File: config.mk
export PLATFORM = sky130hd
export DESIGN_NAME = decimal_number_glyph_renderer_core
export DESIGN_NICKNAME = d
export VERILOG_FILES = /design/src/rtl/dngr_pkg.sv /design/src/rtl/decimal_number_glyph_renderer_core.sv
export SDC_FILE = /design/constraint.sdc
export NUM_CORES = 1
export LEC_CHECK = 0
export BUFFER_PORTS_ARGS = -buffer_cell sky130_fd_sc_hd__buf_2
export CELL_PAD_IN_SITES_DETAIL_PLACEMENT = 0
export CELL_PAD_IN_SITES_GLOBAL_PLACEMENT = 2
export CORE_MARGIN = 4
export CORE_UTILIZATION = 41
export CTS_BUF_LIST = sky130_fd_sc_hd__clkbuf_8
export DETAILED_ROUTE_END_ITERATION = 10
export PLACE_DENSITY = 0.83
export SLEW_MARGIN = 5
export SYNTH_ARGS = -nofsm -noshare
export SYNTH_HDL_FRONTEND = slang
export SYNTH_SLANG_ARGS = --single-unit
File: constraint.sdc
create_clock -name clk -period 8.95 [get_ports clk]
set_input_delay 1.3425 -clock clk [delete_from_list [all_inputs] [get_ports clk]]
set_output_delay 1.3425 -clock clk [all_outputs]
set_load 0.02 [all_outputs]
File: src/rtl/dngr_pkg.sv
`timescale 1ns / 1ps
// dngr_pkg: shared types, constants and helpers for the decimal glyph renderer
// no dependencies; used by decimal_number_glyph_renderer_core
package dngr_pkg;

  localparam int GLYPH_W         = 5;
  localparam int GLYPH_H         = 7;
  localparam int NUM_DIGITS      = 10;
  localparam int BIN_W           = 32;
  localparam int BCD_W           = 4 * NUM_DIGITS;
  localparam int MASK_W          = GLYPH_W * GLYPH_H;
  localparam int CELL_PITCH      = 6;
  localparam int DABBLE_STAGES   = 4;
  localparam int STEPS_PER_STAGE = BIN_W / DABBLE_STAGES;

  localparam logic [15:0] FRAME_W_RST = 16'd640;
  localparam logic [15:0] FRAME_H_RST = 16'd480;

  // configuration register indexes
  localparam logic CFG_FRAME_WIDTH  = 1'b0;
  localparam logic CFG_FRAME_HEIGHT = 1'b1;

  typedef logic [BCD_W-1:0] bcd_t;

  typedef struct packed {
    bcd_t        bcd;
    logic [31:0] bin;
    logic [15:0] ox;
    logic [15:0] oy;
  } dabble_t;

  // font rows, row 0 in the top five bits, msb of a row is the leftmost column
  localparam logic [MASK_W-1:0] FONT [NUM_DIGITS] = '{
    {5'd14, 5'd17, 5'd19, 5'd21, 5'd25, 5'd17, 5'd14},
    {5'd4,  5'd12, 5'd4,  5'd4,  5'd4,  5'd4,  5'd14},
    {5'd14, 5'd17, 5'd1,  5'd2,  5'd4,  5'd8,  5'd31},
    {5'd30, 5'd1,  5'd1,  5'd14, 5'd1,  5'd1,  5'd30},
    {5'd2,  5'd6,  5'd10, 5'd18, 5'd31, 5'd2,  5'd2},
    {5'd31, 5'd16, 5'd16, 5'd30, 5'd1,  5'd1,  5'd30},
    {5'd14, 5'd16, 5'd16, 5'd30, 5'd17, 5'd17, 5'd14},
    {5'd31, 5'd1,  5'd2,  5'd4,  5'd8,  5'd8,  5'd8},
    {5'd14, 5'd17, 5'd17, 5'd14, 5'd17, 5'd17, 5'd14},
    {5'd14, 5'd17, 5'd17, 5'd15, 5'd1,  5'd1,  5'd14}
  };

  // one slice of shift-and-add-3 binary to bcd conversion
  function automatic dabble_t dabble_slice(input dabble_t s);
    dabble_t r;
    r = s;
    for (int st = 0; st < STEPS_PER_STAGE; st++) begin
      for (int d = 0; d < NUM_DIGITS; d++) begin
        if (r.bcd[d*4 +: 4] >= 4'd5) begin
          r.bcd[d*4 +: 4] = r.bcd[d*4 +: 4] + 4'd3;
        end
      end
      r.bcd = {r.bcd[BCD_W-2:0], r.bin[BIN_W-1]};
      r.bin = {r.bin[BIN_W-2:0], 1'b0};
    end
    return r;
  endfunction

  // position of the most significant nonzero digit, zero when all digits are zero
  function automatic logic [3:0] top_digit(input bcd_t b);
    logic [3:0] idx;
    idx = 4'd0;
    for (int d = 0; d < NUM_DIGITS; d++) begin
      if (b[d*4 +: 4] != 4'd0) begin
        idx = 4'(d);
      end
    end
    return idx;
  endfunction

  // glyph bits arranged as bit row*5+col, col 0 leftmost
  function automatic logic [MASK_W-1:0] glyph_bits(input logic [3:0] digit);
    logic [MASK_W-1:0] rows;
    logic [MASK_W-1:0] m;
    rows = '0;
    m    = '0;
    if (digit <= 4'd9) begin
      rows = FONT[digit];
    end
    for (int r = 0; r < GLYPH_H; r++) begin
      for (int c = 0; c < GLYPH_W; c++) begin
        m[r*GLYPH_W + c] = rows[(GLYPH_H-1-r)*GLYPH_W + (GLYPH_W-1-c)];
      end
    end
    return m;
  endfunction

endpackage

File: src/rtl/decimal_number_glyph_renderer_core.sv
`timescale 1ns / 1ps
// decimal_number_glyph_renderer_core: number to decimal 5x7 glyph cells
// depends on dngr_pkg (types, font, conversion helpers)
//
//   channel | direction | handshake          | word
//   --------+-----------+--------------------+-------------------------------------
//   in_     | input     | in_valid/in_stall  | origin_x, origin_y, number_value
//   out_    | output    | out_valid/out_stall| cell_x, cell_y, digit_code, mask, last
//   cfg_    | input     | cfg_we             | cfg_index selects width or height
//
// a number passes four conversion stages (eight shift-add-3 steps each), then
// enters the digit emitter, which sends one digit cell per cycle into the output
// register while the output is not stalled; the first digit passes the stage, emitter
// and output registers; throughput is set by the single digit emitter, which sends
// a number's 1 to 10 digits back to back and loads the next as the last one leaves
// rst_n is synchronous: clears all valid bits and loads frame size 640 x 480
// a stalled output holds its word; stalls back up stage by stage, nothing lost
module decimal_number_glyph_renderer_core (
  input  logic        clk,
  input  logic        rst_n,
  // configuration
  input  logic        cfg_we,
  input  logic        cfg_index,
  input  logic [15:0] cfg_wdata,
  // number in
  input  logic        in_valid,
  output logic        in_stall,
  input  logic [15:0] in_origin_x,
  input  logic [15:0] in_origin_y,
  input  logic [31:0] in_number_value,
  // digit cells out
  output logic        out_valid,
  input  logic        out_stall,
  output logic [16:0] out_cell_x,
  output logic [15:0] out_cell_y,
  output logic [3:0]  out_digit_code,
  output logic [34:0] out_pixel_mask,
  output logic        out_last_digit
);

  localparam int NS = dngr_pkg::DABBLE_STAGES;

  // frame size registers
  logic [15:0] frame_w_r;
  logic [15:0] frame_h_r;

  // conversion pipeline
  dngr_pkg::dabble_t s_r   [NS];
  dngr_pkg::dabble_t s_in  [NS];
  dngr_pkg::dabble_t s_nxt [NS];
  logic [NS-1:0]     s_valid_r;
  logic [NS-1:0]     s_up_valid;
  logic [NS:0]       s_ready;

  // digit emitter
  logic              em_valid_r;
  dngr_pkg::bcd_t    em_bcd_r;
  logic [3:0]        em_idx_r;
  logic [16:0]       em_cx_r;
  logic [15:0]       em_oy_r;
  logic              em_ready;
  logic              em_load;
  logic              em_fire;
  logic              em_last;
  logic [3:0]        em_digit;
  logic [34:0]       em_glyph;
  logic [34:0]       em_mask;
  logic [dngr_pkg::GLYPH_W-1:0] col_ok;
  logic [dngr_pkg::GLYPH_H-1:0] row_ok;

  // output register
  logic              out_valid_r;
  logic [16:0]       out_cell_x_r;
  logic [15:0]       out_cell_y_r;
  logic [3:0]        out_digit_code_r;
  logic [34:0]       out_pixel_mask_r;
  logic              out_last_digit_r;
  logic              out_free;

  // configuration writes
  always_ff @(posedge clk) begin
    if (!rst_n) begin
      frame_w_r <= dngr_pkg::FRAME_W_RST;
      frame_h_r <= dngr_pkg::FRAME_H_RST;
    end else if (cfg_we) begin
      unique case (cfg_index)
        dngr_pkg::CFG_FRAME_WIDTH:  frame_w_r <= cfg_wdata;
        dngr_pkg::CFG_FRAME_HEIGHT: frame_h_r <= cfg_wdata;
        default: ;
      endcase
    end
  end

  // output side handshake
  assign out_free = !out_valid_r || !out_stall;
  assign em_last  = (em_idx_r == 4'd0);
  assign em_fire  = em_valid_r && out_free;
  assign em_ready = !em_valid_r || (out_free && em_last);
  assign em_load  = s_valid_r[NS-1] && em_ready;

  // stage inputs, slice logic and backward ready chain
  always_comb begin
    s_in[0]       = '{bcd: '0, bin: in_number_value, ox: in_origin_x, oy: in_origin_y};
    s_up_valid[0] = in_valid;
    for (int k = 1; k < NS; k++) begin
      s_in[k]       = s_r[k-1];
      s_up_valid[k] = s_valid_r[k-1];
    end
    for (int k = 0; k < NS; k++) begin
      s_nxt[k] = dngr_pkg::dabble_slice(s_in[k]);
    end
    s_ready[NS] = em_ready;
    for (int k = NS - 1; k >= 0; k--) begin
      s_ready[k] = !s_valid_r[k] || s_ready[k+1];
    end
  end

  assign in_stall = !s_ready[0];

  always_ff @(posedge clk) begin
    if (!rst_n) begin
      s_valid_r <= '0;
    end else begin
      for (int k = 0; k < NS; k++) begin
        if (s_ready[k]) begin
          s_valid_r[k] <= s_up_valid[k];
        end
      end
    end
  end

  always_ff @(posedge clk) begin
    for (int k = 0; k < NS; k++) begin
      if (s_ready[k] && s_up_valid[k]) begin
        s_r[k] <= s_nxt[k];
      end
    end
  end

  // digit select, font lookup and frame clipping for the current cell
  always_comb begin
    em_digit = em_bcd_r[em_idx_r*4 +: 4];
    em_glyph = dngr_pkg::glyph_bits(em_digit);
    for (int c = 0; c < dngr_pkg::GLYPH_W; c++) begin
      col_ok[c] = ({1'b0, em_cx_r} + 18'(c)) < {2'b00, frame_w_r};
    end
    for (int r = 0; r < dngr_pkg::GLYPH_H; r++) begin
      row_ok[r] = ({1'b0, em_oy_r} + 17'(r)) < {1'b0, frame_h_r};
    end
    for (int r = 0; r < dngr_pkg::GLYPH_H; r++) begin
      for (int c = 0; c < dngr_pkg::GLYPH_W; c++) begin
        em_mask[r*dngr_pkg::GLYPH_W + c] =
          em_glyph[r*dngr_pkg::GLYPH_W + c] & col_ok[c] & row_ok[r];
      end
    end
  end

  // emitter and output control
  always_ff @(posedge clk) begin
    if (!rst_n) begin
      em_valid_r  <= 1'b0;
      out_valid_r <= 1'b0;
    end else begin
      if (em_load) begin
        em_valid_r <= 1'b1;
      end else if (em_fire && em_last) begin
        em_valid_r <= 1'b0;
      end
      if (out_free) begin
        out_valid_r <= em_valid_r;
      end
    end
  end

  // emitter and output payload
  always_ff @(posedge clk) begin
    if (em_load) begin
      em_bcd_r <= s_r[NS-1].bcd;
      em_idx_r <= dngr_pkg::top_digit(s_r[NS-1].bcd);
      em_cx_r  <= {1'b0, s_r[NS-1].ox};
      em_oy_r  <= s_r[NS-1].oy;
    end else if (em_fire) begin
      em_idx_r <= em_idx_r - 4'd1;
      em_cx_r  <= em_cx_r + 17'(dngr_pkg::CELL_PITCH);
    end
    if (em_fire) begin
      out_cell_x_r     <= em_cx_r;
      out_cell_y_r     <= em_oy_r;
      out_digit_code_r <= em_digit;
      out_pixel_mask_r <= em_mask;
      out_last_digit_r <= em_last;
    end
  end

  assign out_valid      = out_valid_r;
  assign out_cell_x     = out_cell_x_r;
  assign out_cell_y     = out_cell_y_r;
  assign out_digit_code = out_digit_code_r;
  assign out_pixel_mask = out_pixel_mask_r;
  assign out_last_digit = out_last_digit_r;

`ifndef SYNTHESIS
  // digit pointer stays within the ten bcd digits
  a_idx_range: assert property (@(posedge clk) disable iff (!rst_n)
    em_valid_r |-> (em_idx_r <= 4'd9))
    else $error("digit pointer out of range");

  // a number's digits leave back to back
  a_digits_packed: assert property (@(posedge clk) disable iff (!rst_n)
    (out_valid_r && !out_last_digit_r && !out_stall) |=> out_valid_r)
    else $error("gap inside a number's digit run");

  // consecutive cells of one number step by the cell pitch
  a_cell_pitch: assert property (@(posedge clk) disable iff (!rst_n)
    (out_valid_r && !out_last_digit_r && !out_stall) |=>
      (out_cell_x_r == $past(out_cell_x_r) + 17'(dngr_pkg::CELL_PITCH)))
    else $error("cell column did not advance by the pitch");

  // last conversion stage holds while the emitter is busy
  a_stage_hold: assert property (@(posedge clk) disable iff (!rst_n)
    (s_valid_r[NS-1] && !em_ready) |=> (s_valid_r[NS-1] && $stable(s_r[NS-1])))
    else $error("conversion stage changed under backpressure");
`endif

endmodule

# Word-level counts from Yosys, hierarchy flattened
# Memories as Yosys holds them, arrays and structs flattened.
# Index checks and enable logic that the tools add are counted.
[classes] add_sub_neg=259 n_lt_le_gt_ge=261 shift=1 muxes=273 bitwise_logic=72 n_reduce_logical=36
[ops] cell="4-bit by 3-bit >= comparator with 1-bit output, second input constant" n=245
[ops] cell="4-bit two-way mux" n=233
[ops] cell="4-bit by 2-bit adder with 4-bit output, second input constant" n=221
[ops] cell="17-bit by 16-bit < comparator with 1-bit output" n=7
[ops] cell="35-bit two-way mux" n=3
[ops] cell="3-bit by 2-bit adder with 3-bit output, second input constant" n=24
[ops] cell="18-bit by 16-bit < comparator with 1-bit output" n=4
[ops] cell="3-bit two-way mux" n=24
[ops] cell="1-bit AND" n=70
[ops] cell="16-bit by 3-bit adder with 17-bit output, second input constant" n=3
[ops] cell="40-bit by 7-bit indexed part select with 4-bit output" n=1
[ops] cell="17-bit by 2-bit adder with 18-bit output, second input constant" n=2
[ops] cell="4-bit nonzero test" n=9
[ops] cell="16-bit by 2-bit adder with 17-bit output, second input constant" n=2
[ops] cell="16-bit two-way mux" n=2
[ops] cell="17-bit by 1-bit adder with 18-bit output, second input constant" n=1
[ops] cell="17-bit by 3-bit adder with 18-bit output, second input constant" n=1
[ops] cell="16-bit by 1-bit adder with 17-bit output, second input constant" n=1
[ops] cell="17-bit by 3-bit adder with 17-bit output, second input constant" n=1
[ops] cell="16-bit < comparator" n=1
[ops] cell="1-bit two-way mux" n=11
[ops] cell="3-bit by 2-bit adder with 4-bit output, second input constant" n=2
[ops] cell="1-bit logical AND" n=8
[ops] cell="1-bit logical NOT" n=8
[ops] cell="10 further kinds" n=18
[totals] regBits=188 ramBits=384 rom_bits=560 input_bits=86 out_inout_bits=75 wordCells=922 n_memories=2
[mem_list] memory="(name not given)" depth=16 word_bits=35 rd=1 rd_ports_with_merged_regs=0 write_ports=0 line="dngr_pkg.sv:81" rtl="rows = FONT[digit];"
[mem_list] memory="s_r" depth=4 word_bits=96 rd=4 rd_ports_with_merged_regs=0 write_ports=4 line="decimal_number_glyph_renderer_core.sv:48" rtl="dngr_pkg::dabble_t s_r [NS];"

# Depth between registers and ports, before layout
# An unclocked memory read counts as a cell.
[depth] word_depth=17 mapped_depth=37 depth_no_buf=36

# Least setup slack after synthesis
# OpenSTA, ideal clock, no wires.
[synth_path] path_type="input to register" start="input port out_stall" end="memory s_r[3][0] (netlist name) (enable)" setup_time_ps=611 arrival_time_ps=6866 required_ps=8339 setup_slack_ps=1473 stages=3 path_buffers=0 path_cell_list="nand2_1 > a21boi_0 > a21boi_0"
[synth_lines] element="start, declared" line="decimal_number_glyph_renderer_core.sv:33" rtl="input logic out_stall,"
[synth_lines] element="end, declared" line="decimal_number_glyph_renderer_core.sv:48"

==> metrics.md <==
| Metric | Value |
|---|---|
| Pin slew with the least headroom to its limit | 1040 ps |
| Run status | finished, final reports clean |
| Relative slew slack | 0.307 |
| Gr ovfl total | 0 |
| Total Negative Setup Slacks | 0 ps |
| Peak clock frequency supported by timing | 0.130 GHz |
| Starting density of the core | 0.414 |
| Full die area | 108000 µm² |
| #FFs+latches synth | 466 |
| Slowest cell on the critical path | sky130_fd_sc_hd__xnor2_1 |
| WP data required | 9340 ps |
| Total number of nets in the final design | 5249 |
| Total global routing track utilization | 0.181 |
| CP Launch Type | flip-flop |
| Core Region | 102000 µm² |
| Post-Synthesis Cells | 4762 |
| Final-report max-slew violation count | 0 |
| Number of hold buffers added after cts | 0 |
| Critical path's most frequent cell | sky130_fd_sc_hd__ha_1 |
| Vias after detailed routing | 35.5k |
| Routed vias/inst | 5.66 |
| Number of buffers added for setup after CTS | 0 |
| Clock period minus final worst setup slack | 7670 ps |
| Height of the chip | 329 µm |
| Number of warnings printed during yosys synthesis | 0 |
| Residual antenna-violating net count after detailed routing | 0 |
| Longest individual stage delay on the worst path | 670 ps |
| RePlAce Congestion | 0.842 |
| Detailed-route wire length | 100000 µm |
| Global-route wire length before repair | 167000 µm |
| Clock latency at the later pin of the worst-skew pair | 700 ps |
| Worst Path Buf+Inv | 4 |
| Cell chosen for the clock root | sky130_fd_sc_hd__clkbuf_8 |
| Post-Synthesis Cell Area | 42200 µm² |
| Buffers on Ports | 160 |
| Count of cells resized by post-cts repair | 0 |
| Share of post-route cells with drive strength above 1 | 0.107 |
| Num CTS Buffers | 81 |
| Critical path class | reg2reg |
| Average wire per cell in the routed design | 16.0 µm |
| Number of fillers in the final layout | 10.0k |
| EDFF count, synth | 427 |
| Synth-to-layout area growth | 8.24% |
| Final HPWL DP | 74300 µm |
| Crit path DAT | 8070 ps |
| Share of the yosys chip area belonging to registers | 0.323 |
| Main synth FF type | sky130_fd_sc_hd__edfxtp_1 |
| Number of failing hold endpoints at the final stage | 0 |
| Total of max-cap violations | 0 |
| Number of global-route vias before repair | 33.3k |
| Number of library cell types mapped by synthesis | 134 |
| Final worst path period share | 0.857 |
| Maximum number of buffers from clock root to sink | 3 |
| Number of sinks driven by the clock tree | 466 |
| Initial DRT Pass Iterations | 6 |
| Maximum number of pins on one net before global-route repair | 73 |
| Worst Hold Class | reg2reg |
| Clock slew seen by the registers of the worst setup and hold paths | 60 ps |
| Initial antenna violation count | 1 |
| Mapped Nets | 5171 |
| Skew final | 45.7 ps |
| DR DRC count | 0 |
| Core Rows | 117 |
| RSZ-0062 raised after global routing | false |
| Number of levels the H-tree was split into | 3 |
| Number of DRC markers after the initial detailed-route iteration | 2392 |
| Crit-path leading delay family | compound AO/OA/AOI/OAI gates |
| Asr flop ratio synth | 0 |
| I/O pin cnt | 161 |
| Syn_area_per_cell | 8.86 µm² |
| Setup Viol. Count Final | 0 |
| Highest net fanout along the worst path | 11 |
| Critical path capture point type | flip-flop |
| Die extent in x | 329 µm |
| CTS tree | built |
## routing by layer
layer,global-route usage,wire length (µm)
met3,0.0247,3890
met4,0.0391,1840
met1,0.249,48100
met5,0,0
met2,0.305,46400
## worst reg2reg max path: cells and delay by family (launching register included)
| kind | cells | cell delay (ps) |
|---|---|---|
| flip-flops | 1 | 540 |
| XOR/XNOR | 1 | 670 |
| AND/OR/NAND/NOR | 8 | 1370 |
| multiplexers | 1 | 90 |
| adder cells (fa/ha/maj) | 7 | 1780 |
| buffers and inverters | 4 | 540 |
| AO/OA/AOI/OAI | 9 | 2400 |
## cell type report
cell class                      instances  area, µm²  area share
Timing Repair Buffer                  193       1050      0.0230
Multi-Input combinational cell       3861      26900       0.590
Inverter                              237        892      0.0195
Tap cell                             1368       1710      0.0375
Clock buffer                           84       1160      0.0253
Sequential cell                       466      13600       0.298
Clock inverter                         56        318     0.00696
Antenna cell                            2       5.00    0.000110
## logic make-up after synthesis
logic type / Yosys count / share of synthesized area
simple gates: 1531 / 0.178
mux: 165 / 0.0442
compound gates: 1584 / 0.263
buf+inv: 435 / 0.0406
flops: 466 / 0.323
xor+xnor: 246 / 0.0533
fa+ha+maj: 335 / 0.0987
## placed cells by master, fill, tap and decap left out, types with 54 or more instances in the layout
cell / netlist / layout
sky130_fd_sc_hd__a31oi_1: 59 / 58
sky130_fd_sc_hd__nand2b_1: 66 / 66
sky130_fd_sc_hd__a21oi_1: 322 / 322
sky130_fd_sc_hd__a21o_1: 139 / 139
sky130_fd_sc_hd__a211oi_1: 70 / 70
sky130_fd_sc_hd__ha_1: 323 / 323
sky130_fd_sc_hd__buf_2: 46 / 160
sky130_fd_sc_hd__clkbuf_8: 0 / 84
sky130_fd_sc_hd__nor3_1: 151 / 151
sky130_fd_sc_hd__nor2_1: 350 / 350
sky130_fd_sc_hd__mux2_2: 54 / 54
sky130_fd_sc_hd__inv_1: 221 / 244
sky130_fd_sc_hd__nand3_1: 141 / 141
sky130_fd_sc_hd__nand2_1: 421 / 421
sky130_fd_sc_hd__mux2i_1: 95 / 95
sky130_fd_sc_hd__o211ai_1: 86 / 86
sky130_fd_sc_hd__o21a_1: 70 / 70
sky130_fd_sc_hd__xnor2_1: 145 / 145
sky130_fd_sc_hd__xor2_1: 93 / 93
sky130_fd_sc_hd__o21ai_0: 239 / 239
sky130_fd_sc_hd__edfxtp_1: 427 / 427
## final timing paths
check / start / end / slack [ps] / cells after the start
setup / recovery: s_r[1][56] / s_r[2][65] / 1280 / 30
hold / removal: s_r[0][31] / s_r[1][31] / 380 / 0
setup reg to reg: s_r[1][56] / s_r[2][65] / 1280 / 30
hold reg to reg: s_r[0][31] / s_r[1][31] / 380 / 0
## per-stage QoR
step	cell area (µm²)	util	cells	setup slack, ps	hold slack (ps)
floorplan	42200	-	4762	1470	400
global placement	44200	0.434	6125	1490	401
detailed placement	44200	0.434	6125	1320	405
CTS	45700	0.448	6265	1270	377
global route	45700	0.448	6267	493	410
finish	45700	0.448	6267	1280	382
## flip-flops by register name (all words and copies together) (netlist names), 16 cells and up
signal and cells:
out_cell_x 17, em_oy_r 16, out_pixel_mask 35, s_r 278
frame_h_r 16, em_bcd_r 40, frame_w_r 16, em_cx_r 17
out_cell_y 16
## Yosys cell counts (25+ instances only)
cell | count | area share
sky130_fd_sc_hd__nor2_1 | 350 | 0.031
sky130_fd_sc_hd__and3_1 | 51 | 0.0076
sky130_fd_sc_hd__ha_1 | 323 | 0.096
sky130_fd_sc_hd__xnor2_1 | 145 | 0.030
sky130_fd_sc_hd__o21ai_0 | 239 | 0.028
sky130_fd_sc_hd__nor2b_1 | 46 | 0.0068
sky130_fd_sc_hd__a21o_1 | 139 | 0.025
sky130_fd_sc_hd__xor2_1 | 93 | 0.019
sky130_fd_sc_hd__or2_2 | 37 | 0.0055
sky130_fd_sc_hd__nand4_1 | 27 | 0.0040
sky130_fd_sc_hd__o22ai_1 | 52 | 0.0077
sky130_fd_sc_hd__nand2b_1 | 66 | 0.0098
sky130_fd_sc_hd__buf_2 | 46 | 0.0055
sky130_fd_sc_hd__a31oi_1 | 59 | 0.0088
sky130_fd_sc_hd__mux2i_1 | 95 | 0.023
sky130_fd_sc_hd__and2_1 | 46 | 0.0068
sky130_fd_sc_hd__a21oi_1 | 322 | 0.038
sky130_fd_sc_hd__a211o_1 | 29 | 0.0060
sky130_fd_sc_hd__nand3_1 | 141 | 0.017
sky130_fd_sc_hd__o21ai_1 | 49 | 0.0058
sky130_fd_sc_hd__or3_1 | 48 | 0.0071
sky130_fd_sc_hd__nor3_1 | 151 | 0.018
sky130_fd_sc_hd__a21boi_0 | 48 | 0.0085
sky130_fd_sc_hd__inv_1 | 221 | 0.020
sky130_fd_sc_hd__a211oi_1 | 70 | 0.012
sky130_fd_sc_hd__o21bai_1 | 31 | 0.0055
sky130_fd_sc_hd__nand2_1 | 421 | 0.037
sky130_fd_sc_hd__edfxtp_1 | 427 | 0.30
sky130_fd_sc_hd__o31ai_1 | 25 | 0.0044
sky130_fd_sc_hd__o211ai_1 | 86 | 0.015
sky130_fd_sc_hd__clkbuf_1 | 136 | 0.012
sky130_fd_sc_hd__mux2_2 | 54 | 0.014
sky130_fd_sc_hd__nor4_1 | 31 | 0.0046
sky130_fd_sc_hd__o21a_1 | 70 | 0.012
sky130_fd_sc_hd__dfxtp_1 | 39 | 0.019
Power is left out: the tool's default activity adds up to more than one toggle a clock period on the data nets, which glitch-free logic cannot reach.
